File: config.mk
export PLATFORM = sky130hd
export DESIGN_NAME = sphere_box_hit_face_flat
export DESIGN_NICKNAME = d
export VERILOG_FILES = /design/src/rtl/sbhf_pkg.sv /design/src/rtl/sbhf_if.sv /design/src/rtl/sphere_box_hit_face.sv /design/src/flat_wrapper.sv
export VERILOG_INCLUDE_DIRS = /design/src /design/src/rtl
export SDC_FILE = /design/constraint.sdc
export NUM_CORES = 2
export LEC_CHECK = 0
export ABC_CLOCK_PERIOD_IN_PS = 13300
export BUFFER_PORTS_ARGS = -buffer_cell sky130_fd_sc_hd__buf_4
export CAP_MARGIN = 25
export CORE_AREA = 5 5 325 327
export CTS_BUF_LIST = sky130_fd_sc_hd__clkbuf_8
export CTS_CLUSTER_SIZE = 25
export DETAILED_ROUTE_END_ITERATION = 10
export DIE_AREA = 0 0 330 332
export PLACE_DENSITY_LB_ADDON = 0.12
export SLEW_MARGIN = 20
export SYNTH_ARGS = -nofsm -noshare
export SYNTH_HDL_FRONTEND = slang
export SYNTH_SLANG_ARGS = --single-unit
File: constraint.sdc
create_clock -name clk_i -period 13.3 [get_ports clk_i]
set_clock_uncertainty 0.1 [all_clocks]
set_input_delay 1.995 -clock clk_i [delete_from_list [all_inputs] [get_ports clk_i]]
set_output_delay 1.995 -clock clk_i [all_outputs]
set_load 0.02 [all_outputs]
File: src/rtl/sphere_box_hit_face_macros.svh
// Assertion macros for the sphere/box hit pipeline.
// Expects clk_i and rst_ni in the scope where they are used.
`ifndef SPHERE_BOX_HIT_FACE_MACROS_SVH
`define SPHERE_BOX_HIT_FACE_MACROS_SVH

// Clocked check, held off while reset is asserted.
`define SBHF_ASSERT(label, prop, msg) \
  label: assert property (@(posedge clk_i) disable iff (!rst_ni) prop) else $error(msg);

// Condition that must never be seen out of reset.
`define SBHF_NEVER(label, cond, msg) \
  `SBHF_ASSERT(label, !(cond), msg)

`endif

File: src/rtl/sbhf_pkg.sv
// Shared types for the sphere/box hit pipeline: struck-face codes.
// No dependencies.
`default_nettype none

package sbhf_pkg;

  localparam int unsigned FaceW = 3;

  typedef enum logic [FaceW-1:0] {
    FACE_NONE  = 3'd0,
    FACE_LEFT  = 3'd1,
    FACE_RIGHT = 3'd2,
    FACE_UP    = 3'd3,
    FACE_DOWN  = 3'd4,
    FACE_FRONT = 3'd5,
    FACE_BACK  = 3'd6
  } face_e;

endpackage

`default_nettype wire

File: src/rtl/sbhf_if.sv
// Valid/ready channel interfaces for query items and hit results.
// Depends on sbhf_pkg for the face field width.
`default_nettype none

interface sbhf_in_if #(
  parameter int unsigned COORD_BITS = 16
);
  logic                         valid;
  logic                         ready;
  logic signed [COORD_BITS-1:0] sphere_x;
  logic signed [COORD_BITS-1:0] sphere_y;
  logic signed [COORD_BITS-1:0] sphere_z;
  logic        [COORD_BITS-2:0] sphere_radius;
  logic signed [COORD_BITS-1:0] box_x;
  logic signed [COORD_BITS-1:0] box_y;
  logic signed [COORD_BITS-1:0] box_z;
  logic        [COORD_BITS-2:0] extent_x;
  logic        [COORD_BITS-2:0] extent_y;
  logic        [COORD_BITS-2:0] extent_z;

  modport source (
    output valid, sphere_x, sphere_y, sphere_z, sphere_radius,
           box_x, box_y, box_z, extent_x, extent_y, extent_z,
    input  ready
  );
  modport sink (
    input  valid, sphere_x, sphere_y, sphere_z, sphere_radius,
           box_x, box_y, box_z, extent_x, extent_y, extent_z,
    output ready
  );
endinterface

interface sbhf_out_if;
  logic                          valid;
  logic                          ready;
  logic                          hit;
  logic [sbhf_pkg::FaceW-1:0]    hit_face;

  modport source (output valid, hit, hit_face, input ready);
  modport sink   (input valid, hit, hit_face, output ready);
endinterface

`default_nettype wire

File: src/rtl/sphere_box_hit_face.sv
// Sphere against axis-aligned box test with struck-face report, four stages.
// Depends on sbhf_pkg, sbhf_if.sv and sphere_box_hit_face_macros.svh.
//
//   channel | dir | handshake     | payload
//   in_i    | in  | valid/ready   | sphere centre, radius, box centre, full sizes
//   out_o   | out | valid/ready   | hit, hit_face
//
// One item per cycle sustained while the output is taken; each result is offered
// once it has passed four register stages (bounds, outside distance and face,
// squares, sum and compare), the first loading on the transfer edge.
// Each stage loads when it is empty or the stage after it moves, so bubbles
// close up and a stalled output holds the whole line without loss.
// Reset clears the stage valid bits only; the data registers are not reset.
`default_nettype none
`include "sphere_box_hit_face_macros.svh"

module sphere_box_hit_face
  import sbhf_pkg::*;
#(
  parameter int unsigned COORD_BITS = 16
) (
  input  wire         clk_i,
  input  wire         rst_ni,
  sbhf_in_if.sink     in_i,
  sbhf_out_if.source  out_o
);

  localparam int unsigned W  = COORD_BITS;
  localparam int unsigned SqW = 2 * W - 2;

  // Stage enables, back to front.
  logic vo_q, v3_q, v2_q, v1_q;
  logic en_o, en3, en2, en1;

  assign en_o = !vo_q || out_o.ready;
  assign en3  = !v3_q || en_o;
  assign en2  = !v2_q || en3;
  assign en1  = !v1_q || en2;

  assign in_i.ready = en1;

  always_ff @(posedge clk_i or negedge rst_ni) begin
    if (!rst_ni) begin
      v1_q <= 1'b0;
      v2_q <= 1'b0;
      v3_q <= 1'b0;
      vo_q <= 1'b0;
    end else begin
      if (en1)  v1_q <= in_i.valid;
      if (en2)  v2_q <= v1_q;
      if (en3)  v3_q <= v2_q;
      if (en_o) vo_q <= v3_q;
    end
  end

  // ---------------- stage 1: bounds and box-minus-sphere vector
  logic signed [W-1:0] s_c [3];
  logic signed [W-1:0] b_c [3];
  logic        [W-3:0] h_c [3];

  assign s_c[0] = in_i.sphere_x;
  assign s_c[1] = in_i.sphere_y;
  assign s_c[2] = in_i.sphere_z;
  assign b_c[0] = in_i.box_x;
  assign b_c[1] = in_i.box_y;
  assign b_c[2] = in_i.box_z;
  assign h_c[0] = in_i.extent_x[W-2:1];
  assign h_c[1] = in_i.extent_y[W-2:1];
  assign h_c[2] = in_i.extent_z[W-2:1];

  logic signed [W-1:0] c1_q   [3];
  logic signed [W:0]   lo1_d  [3];
  logic signed [W:0]   hi1_d  [3];
  logic signed [W:0]   vec1_d [3];
  logic signed [W:0]   lo1_q  [3];
  logic signed [W:0]   hi1_q  [3];
  logic signed [W:0]   vec1_q [3];
  logic        [W-2:0] r1_q;
  logic        [W-3:0] hx1_q, hz1_q;

  always_comb begin
    for (int k = 0; k < 3; k++) begin
      lo1_d[k]  = $signed({b_c[k][W-1], b_c[k]}) - $signed({3'b000, h_c[k]});
      hi1_d[k]  = $signed({b_c[k][W-1], b_c[k]}) + $signed({3'b000, h_c[k]});
      vec1_d[k] = $signed({b_c[k][W-1], b_c[k]}) - $signed({s_c[k][W-1], s_c[k]});
    end
  end

  always_ff @(posedge clk_i) begin
    if (en1) begin
      for (int k = 0; k < 3; k++) begin
        c1_q[k]   <= s_c[k];
        lo1_q[k]  <= lo1_d[k];
        hi1_q[k]  <= hi1_d[k];
        vec1_q[k] <= vec1_d[k];
      end
      r1_q  <= in_i.sphere_radius;
      hx1_q <= h_c[0];
      hz1_q <= h_c[2];
    end
  end

  // ---------------- stage 2: outside distance per axis, face class
  logic signed [W+1:0] ce2   [3];
  logic signed [W+1:0] loe2  [3];
  logic signed [W+1:0] hie2  [3];
  logic signed [W+1:0] dlo2  [3];
  logic signed [W+1:0] dhi2  [3];
  logic        [W:0]   d2    [3];
  logic        [W:0]   mag2  [3];
  logic        [W-2:0] dist2_d [3];
  logic                far2_d;
  logic        [W:0]   hxe2, hze2;
  logic                use_x, use_zx, use_zy;
  face_e               face2_d;

  always_comb begin
    far2_d = 1'b0;
    for (int k = 0; k < 3; k++) begin
      ce2[k]  = {{2{c1_q[k][W-1]}}, c1_q[k]};
      loe2[k] = {lo1_q[k][W], lo1_q[k]};
      hie2[k] = {hi1_q[k][W], hi1_q[k]};
      dlo2[k] = loe2[k] - ce2[k];
      dhi2[k] = ce2[k] - hie2[k];
      if (ce2[k] < loe2[k]) begin
        d2[k] = dlo2[k][W:0];
      end else if (ce2[k] > hie2[k]) begin
        d2[k] = dhi2[k][W:0];
      end else begin
        d2[k] = '0;
      end
      // A distance at or above the radius forces a miss on its own.
      if (d2[k] >= {2'b00, r1_q}) far2_d = 1'b1;
      dist2_d[k] = d2[k][W-2:0];
      mag2[k] = vec1_q[k][W] ? $unsigned(-vec1_q[k]) : $unsigned(vec1_q[k]);
    end

    hxe2   = {3'b000, hx1_q};
    hze2   = {3'b000, hz1_q};
    use_x  = (mag2[0] > mag2[1]) && (mag2[0] > hxe2);
    use_zx = (mag2[2] > mag2[0]) && (mag2[2] > hze2);
    use_zy = (mag2[2] > mag2[1]) && (mag2[2] > hze2);

    if (use_x ? use_zx : use_zy) begin
      face2_d = vec1_q[2][W] ? FACE_BACK : FACE_FRONT;
    end else if (use_x) begin
      face2_d = vec1_q[0][W] ? FACE_RIGHT : FACE_LEFT;
    end else begin
      face2_d = vec1_q[1][W] ? FACE_UP : FACE_DOWN;
    end
  end

  logic [W-2:0] dist2_q [3];
  logic [W-2:0] r2_q;
  logic         far2_q;
  face_e        face2_q;

  always_ff @(posedge clk_i) begin
    if (en2) begin
      for (int k = 0; k < 3; k++) dist2_q[k] <= dist2_d[k];
      r2_q    <= r1_q;
      far2_q  <= far2_d;
      face2_q <= face2_d;
    end
  end

  // ---------------- stage 3: squares
  logic [SqW-1:0] sq3_q [3];
  logic [SqW-1:0] rr3_q;
  logic           far3_q;
  face_e          face3_q;

  always_ff @(posedge clk_i) begin
    if (en3) begin
      for (int k = 0; k < 3; k++) sq3_q[k] <= SqW'(dist2_q[k]) * SqW'(dist2_q[k]);
      rr3_q   <= SqW'(r2_q) * SqW'(r2_q);
      far3_q  <= far2_q;
      face3_q <= face2_q;
    end
  end

  // ---------------- stage 4: sum, compare, output register
  logic [2*W-1:0] sum4;
  logic           hit4;
  logic           hit_q;
  face_e          face_q;

  assign sum4 = {2'b00, sq3_q[0]} + {2'b00, sq3_q[1]} + {2'b00, sq3_q[2]};
  assign hit4 = !far3_q && (sum4 < {2'b00, rr3_q});

  always_ff @(posedge clk_i) begin
    if (en_o) begin
      hit_q  <= hit4;
      face_q <= hit4 ? face3_q : FACE_NONE;
    end
  end

  assign out_o.valid    = vo_q;
  assign out_o.hit      = hit_q;
  assign out_o.hit_face = face_q;

  // ---------------- checks
  `SBHF_NEVER(a_hit_has_face, vo_q && hit_q && (face_q == FACE_NONE),
              "hit reported with no face")
  `SBHF_NEVER(a_miss_no_face, vo_q && !hit_q && (face_q != FACE_NONE),
              "miss reported with a face")
  `SBHF_ASSERT(a_stall_source, !en1 |-> (vo_q && !out_o.ready),
               "input held off without an output stall")
  `SBHF_ASSERT(a_advance, (v3_q && en_o) |=> vo_q,
               "item lost between last stage and output")

endmodule

`default_nettype wire

File: src/flat_wrapper.sv
// flat-port wrapper written by rule: the top's interface ports become plain ports
module sphere_box_hit_face_flat import sbhf_pkg::*;
#(
  parameter int unsigned COORD_BITS = 16
)
  (clk_i, rst_ni, in_i_valid, in_i_sphere_x, in_i_sphere_y, in_i_sphere_z, in_i_sphere_radius, in_i_box_x, in_i_box_y, in_i_box_z, in_i_extent_x, in_i_extent_y, in_i_extent_z, in_i_ready, out_o_valid, out_o_hit, out_o_hit_face, out_o_ready);
  sbhf_in_if #(.COORD_BITS(COORD_BITS)) in_i_i ();
  sbhf_out_if out_o_i ();
  input  wire clk_i;
  input  wire rst_ni;
  input wire logic [$bits(in_i_i.valid)-1:0] in_i_valid;
  input wire logic [$bits(in_i_i.sphere_x)-1:0] in_i_sphere_x;
  input wire logic [$bits(in_i_i.sphere_y)-1:0] in_i_sphere_y;
  input wire logic [$bits(in_i_i.sphere_z)-1:0] in_i_sphere_z;
  input wire logic [$bits(in_i_i.sphere_radius)-1:0] in_i_sphere_radius;
  input wire logic [$bits(in_i_i.box_x)-1:0] in_i_box_x;
  input wire logic [$bits(in_i_i.box_y)-1:0] in_i_box_y;
  input wire logic [$bits(in_i_i.box_z)-1:0] in_i_box_z;
  input wire logic [$bits(in_i_i.extent_x)-1:0] in_i_extent_x;
  input wire logic [$bits(in_i_i.extent_y)-1:0] in_i_extent_y;
  input wire logic [$bits(in_i_i.extent_z)-1:0] in_i_extent_z;
  output wire logic [$bits(in_i_i.ready)-1:0] in_i_ready;
  output wire logic [$bits(out_o_i.valid)-1:0] out_o_valid;
  output wire logic [$bits(out_o_i.hit)-1:0] out_o_hit;
  output wire logic [$bits(out_o_i.hit_face)-1:0] out_o_hit_face;
  input wire logic [$bits(out_o_i.ready)-1:0] out_o_ready;
  assign in_i_i.valid = in_i_valid;
  assign in_i_i.sphere_x = in_i_sphere_x;
  assign in_i_i.sphere_y = in_i_sphere_y;
  assign in_i_i.sphere_z = in_i_sphere_z;
  assign in_i_i.sphere_radius = in_i_sphere_radius;
  assign in_i_i.box_x = in_i_box_x;
  assign in_i_i.box_y = in_i_box_y;
  assign in_i_i.box_z = in_i_box_z;
  assign in_i_i.extent_x = in_i_extent_x;
  assign in_i_i.extent_y = in_i_extent_y;
  assign in_i_i.extent_z = in_i_extent_z;
  assign in_i_ready = in_i_i.ready;
  assign out_o_valid = out_o_i.valid;
  assign out_o_hit = out_o_i.hit;
  assign out_o_hit_face = out_o_i.hit_face;
  assign out_o_i.ready = out_o_ready;
  sphere_box_hit_face #(.COORD_BITS(COORD_BITS)) u_core (.clk_i(clk_i), .rst_ni(rst_ni), .in_i(in_i_i), .out_o(out_o_i));
endmodule
==> impl_metrics.xml <==
<?xml version="1.0" encoding="UTF-8"?>
<metrics>
  <group name="cts">
    <metric name="clock_tree_from_tritoncts" unit="">built</metric>
    <metric name="cts_setup_buffers" unit="">0</metric>
    <metric name="clk_pin_slew_worst_paths" unit="ps">60</metric>
    <metric name="cts_hold_buf" unit="">0</metric>
    <metric name="numClockSinks" unit="">433</metric>
    <metric name="cts-root-to-sink-buffers" unit="">3</metric>
    <metric name="clockRootBuffer" unit="">sky130_fd_sc_hd__clkbuf_8</metric>
    <metric name="worst_skew_pair.late_latency" unit="ps">730</metric>
    <metric name="cts.repair.resized" unit="">0</metric>
    <metric name="htree_num_levels" unit="">3</metric>
    <metric name="cts_made_buffers" unit="">80</metric>
  </group>
  <group name="synthesis">
    <metric name="post_synth_arst_share" unit="%">0.924</metric>
    <metric name="ys_types" unit="">87</metric>
    <metric name="yosys-top-cells-area" unit="">sky130_fd_sc_hd__edfxtp_1, sky130_fd_sc_hd__fa_1, sky130_fd_sc_hd__ha_1, sky130_fd_sc_hd__inv_1, sky130_fd_sc_hd__xnor2_1</metric>
    <metric name="synth.ff_latch_count" unit="">433</metric>
    <metric name="synth.net_count" unit="">7339</metric>
    <metric name="netlist.top_cell.by_area" unit="">sky130_fd_sc_hd__edfxtp_1</metric>
    <metric name="post-synth-top-area-fraction" unit="%">23.0</metric>
    <metric name="synth-seq-area-share" unit="%">23.2</metric>
    <metric name="synth_commonest_cells" unit="">sky130_fd_sc_hd__inv_1, sky130_fd_sc_hd__ha_1, sky130_fd_sc_hd__fa_1</metric>
    <metric name="synth_enable_flop_cells" unit="">429</metric>
    <metric name="postSynth.topFlopCell" unit="">sky130_fd_sc_hd__edfxtp_1</metric>
    <metric name="netlist_instances" unit="">5802</metric>
    <metric name="synthesis.area_per_instance" unit="µm²">9.64</metric>
    <metric name="total_standard_cell_area_after_synthesis" unit="µm²">55900</metric>
    <metric name="count_of_warnings_emitted_by_yosys" unit="">0</metric>
    <metric name="synth_most_common_cell" unit="">sky130_fd_sc_hd__inv_1</metric>
  </group>
  <group name="placement">
    <metric name="gp_congestion" unit="">0.956</metric>
    <metric name="hpwlAfterDp" unit="µm">110000</metric>
    <metric name="place_worst_setup_slack" unit="ps">6040</metric>
    <metric name="placed_cell_area" unit="µm²">58600</metric>
    <metric name="port_buffers" unit="">162</metric>
  </group>
  <group name="global_route">
    <metric name="grt_antenna_before_repair" unit="">4</metric>
    <metric name="largest_net_degree_at_the_start_of_global_routing" unit="">84</metric>
    <metric name="grt_pass1_vias" unit="">41800</metric>
    <metric name="gr-total-overflow" unit="">0</metric>
    <metric name="grt_first_pass_wirelength" unit="µm">213000</metric>
    <metric name="grt_util_all_layers" unit="%">24.3</metric>
  </group>
  <group name="drt">
    <metric name="drtAntennaViolNets" unit="">0</metric>
    <metric name="drtPass1Iterations" unit="">6</metric>
    <metric name="viasPerCell" unit="">5.43</metric>
    <metric name="drcViolationCount" unit="">0</metric>
    <metric name="postRouteWirelength" unit="µm">131000</metric>
    <metric name="drt_first_iter_violations" unit="">2096</metric>
    <metric name="route.detailed.wl_per_inst" unit="µm">17.7</metric>
    <metric name="route.vias.total" unit="">40200</metric>
  </group>
  <group name="layout">
    <metric name="finalCoreUtilization" unit="%">58.7</metric>
    <metric name="syn2layout_area_growth" unit="%">7.75</metric>
    <metric name="final_design_area_no_fill" unit="µm²">60300</metric>
    <metric name="design.final.nets" unit="">7498</metric>
    <metric name="drive_gt1_share" unit="%">5.74</metric>
  </group>
  <group name="sta">
    <metric name="clock.fmax" unit="MHz">137</metric>
    <metric name="period_share" unit="%">55.0</metric>
    <metric name="rsz0062_at_grt" unit="">false</metric>
    <metric name="slew_headroom" unit="%">28.5</metric>
    <metric name="final_hold_viol_count" unit="">0</metric>
    <metric name="setup-violations-final" unit="">0</metric>
    <metric name="setup_tns" unit="ps">0</metric>
    <metric name="final-max-slew-violation-count" unit="">0</metric>
    <metric name="worstMarginPinSlew" unit="ps">1070</metric>
    <metric name="period_minus_slack" unit="ps">7320</metric>
    <metric name="final_critical_path_setup_slack" unit="ps">5980</metric>
  </group>
  <group name="floorplanning">
    <metric name="coreArea" unit="µm²">103000</metric>
    <metric name="io_pins" unit="">166</metric>
    <metric name="rows" unit="">118</metric>
    <metric name="die_area" unit="µm²">110000</metric>
    <metric name="initial_core_util" unit="%">54.5</metric>
    <metric name="floorplan.die.width" unit="µm">330</metric>
    <metric name="die_h" unit="µm">332</metric>
  </group>
  <group name="setup_path">
    <metric name="cp.required" unit="ps">13660</metric>
    <metric name="worstPathArrival" unit="ps">7680</metric>
    <metric name="startpoint_type" unit="">flop</metric>
    <metric name="path_common_cell" unit="">sky130_fd_sc_hd__fa_1</metric>
    <metric name="ff2ff_path_depth" unit="">22</metric>
    <metric name="setup.worst_path.end_class" unit="">flop</metric>
    <metric name="reg2reg_setup_slack" unit="ps">5980</metric>
    <metric name="timing.rr.start" unit="">u_core.r2_q[2]</metric>
    <metric name="worstSetupPathType" unit="">flop to flop</metric>
    <metric name="critical_path.cell_chain" unit="">and2_1 -&gt; fa_1 -&gt; inv_1 -&gt; fa_1 -&gt; inv_1 -&gt; fa_1 -&gt; inv_1 -&gt; fa_1 -&gt; fa_1 -&gt; inv_1 -&gt; fa_1 -&gt; ha_1 -&gt; a21o_1 -&gt; a21o_1 -&gt; a21oi_1 -&gt; o21ai_0 -&gt; a211oi_1 -&gt; a211oi_1 -&gt; or3_1 -&gt; a31o_1 -&gt; a21oi_1 -&gt; xnor2_1</metric>
    <metric name="regToRegEndpoint" unit="">u_core.rr3_q[29]</metric>
    <metric name="worst_path_max_delay_cell" unit="">sky130_fd_sc_hd__edfxtp_1</metric>
    <metric name="critical_path.max_fanout" unit="">16</metric>
    <metric name="cpPeakStageDelay" unit="ps">720</metric>
  </group>
  <group name="run_status">
    <metric name="outcome" unit="">completed</metric>
  </group>
  <group name="run">
    <metric name="cap_violations" unit="">0</metric>
  </group>
  <group name="min_path">
    <metric name="hold-path-cell-count" unit="">0</metric>
    <metric name="worstHoldPathType" unit="">flop to flop</metric>
    <metric name="hold_path_end" unit="">u_core.far3_q</metric>
    <metric name="hold_path_startpoint" unit="">u_core.far2_q</metric>
  </group>
</metrics>
## critical path: cells and delay by family, from the launching register on
family / cells / cell delay [ps]
AO/OA/AOI/OAI: 8 / 1800
XOR/XNOR: 1 / 80
AND/OR/NAND/NOR: 2 / 780
adder cells (fa/ha/maj): 7 / 3330
flip-flops: 1 / 720
buffers and inverters: 4 / 220
## metrics by stage
stage,hold slack [ps],cells
floorplan,300,5802
global placement,308,7258
detailed placement,312,7258
CTS,325,7403
global route,350,7408
finish,322,7408
## state kept, by name, summed over array words and instances, names as in the netlist, 14 cells and up
signal	cells
u_core.c1_q	48
u_core.dist2_q	45
u_core.hi1_q	48
u_core.hx1_q	14
u_core.hz1_q	14
u_core.lo1_q	51
u_core.r1_q	15
u_core.r2_q	15
u_core.rr3_q	29
u_core.sq3_q	87
u_core.vec1_q	51
## area by class of cell
class | count | area [µm²]
Antenna cell | 4 | 10.0
Clock buffer | 81 | 1110
Clock inverter | 64 | 495
Fill cell | 9010 | 42300
Inverter | 1138 | 4270
Multi-Input combinational cell | 4133 | 38400
Sequential cell | 433 | 13000
Tap cell | 1380 | 1730
Timing Repair Buffer | 175 | 1330
## kinds of logic after synthesis
| family | share of synthesized area, % |
|---|---|
| DFF | 23.2 |
| adders and majority gates | 38.4 |
| AOI/OAI and AO/OA | 12.3 |
| xor gates and xnor gates | 5.85 |
| and+or+nand+nor | 11.8 |
| buffers and inverters | 8.29 |
| muxes | 0.253 |
## cell usage in the layout (no fill, tap or decap), types with 11 or more instances in the layout
master,netlist,routed
sky130_fd_sc_hd__inv_1,1138,1159
sky130_fd_sc_hd__ha_1,812,812
sky130_fd_sc_hd__fa_1,565,565
sky130_fd_sc_hd__edfxtp_1,429,429
sky130_fd_sc_hd__nand2_1,369,368
sky130_fd_sc_hd__a21oi_1,306,306
sky130_fd_sc_hd__nor2_1,259,259
sky130_fd_sc_hd__xnor2_1,256,256
sky130_fd_sc_hd__and2_1,213,213
sky130_fd_sc_hd__o21ai_0,175,174
sky130_fd_sc_hd__buf_4,0,174
sky130_fd_sc_hd__a21o_1,136,136
sky130_fd_sc_hd__xor2_1,114,114
sky130_fd_sc_hd__nor3_1,82,82
sky130_fd_sc_hd__clkbuf_8,0,81
sky130_fd_sc_hd__nor2b_1,67,67
sky130_fd_sc_hd__o21a_1,64,64
sky130_fd_sc_hd__nand2b_1,63,63
sky130_fd_sc_hd__nand3_1,56,55
sky130_fd_sc_hd__nand4_1,51,51
sky130_fd_sc_hd__o21bai_1,50,50
sky130_fd_sc_hd__o22ai_1,41,41
sky130_fd_sc_hd__and3_1,37,37
sky130_fd_sc_hd__a211oi_1,35,35
sky130_fd_sc_hd__o31ai_1,34,34
sky130_fd_sc_hd__or2_2,31,31
sky130_fd_sc_hd__a31oi_1,28,28
sky130_fd_sc_hd__or3_1,27,27
sky130_fd_sc_hd__o211ai_1,25,25
sky130_fd_sc_hd__a21boi_0,17,17
sky130_fd_sc_hd__clkinv_1,0,16
sky130_fd_sc_hd__o21ai_1,15,15
sky130_fd_sc_hd__or4_1,13,13
sky130_fd_sc_hd__nor4_1,13,13
sky130_fd_sc_hd__o41ai_1,12,11
## metal layers
layer	share of wire [%]	track usage, %
met1	42	30.4
met2	49	42.2
met3	4.3	2.91
met4	5.0	10.6
met5	0.0099	0
## worst max path at each step
stage                              start                end
final                     u_core.r2_q[2]   u_core.rr3_q[29]
after global routing      u_core.r2_q[2]   u_core.rr3_q[29]
after CTS                 u_core.r2_q[2]   u_core.rr3_q[29]
after detailed placement  u_core.r2_q[2]   u_core.rr3_q[29]
after global placement    u_core.r2_q[2]   u_core.rr3_q[29]
after floorplan              out_o_ready  u_core.c1_q[0][0]
Power is not shown: default switching activity piles up to over one toggle a cycle in this logic, so the estimate is an artifact.
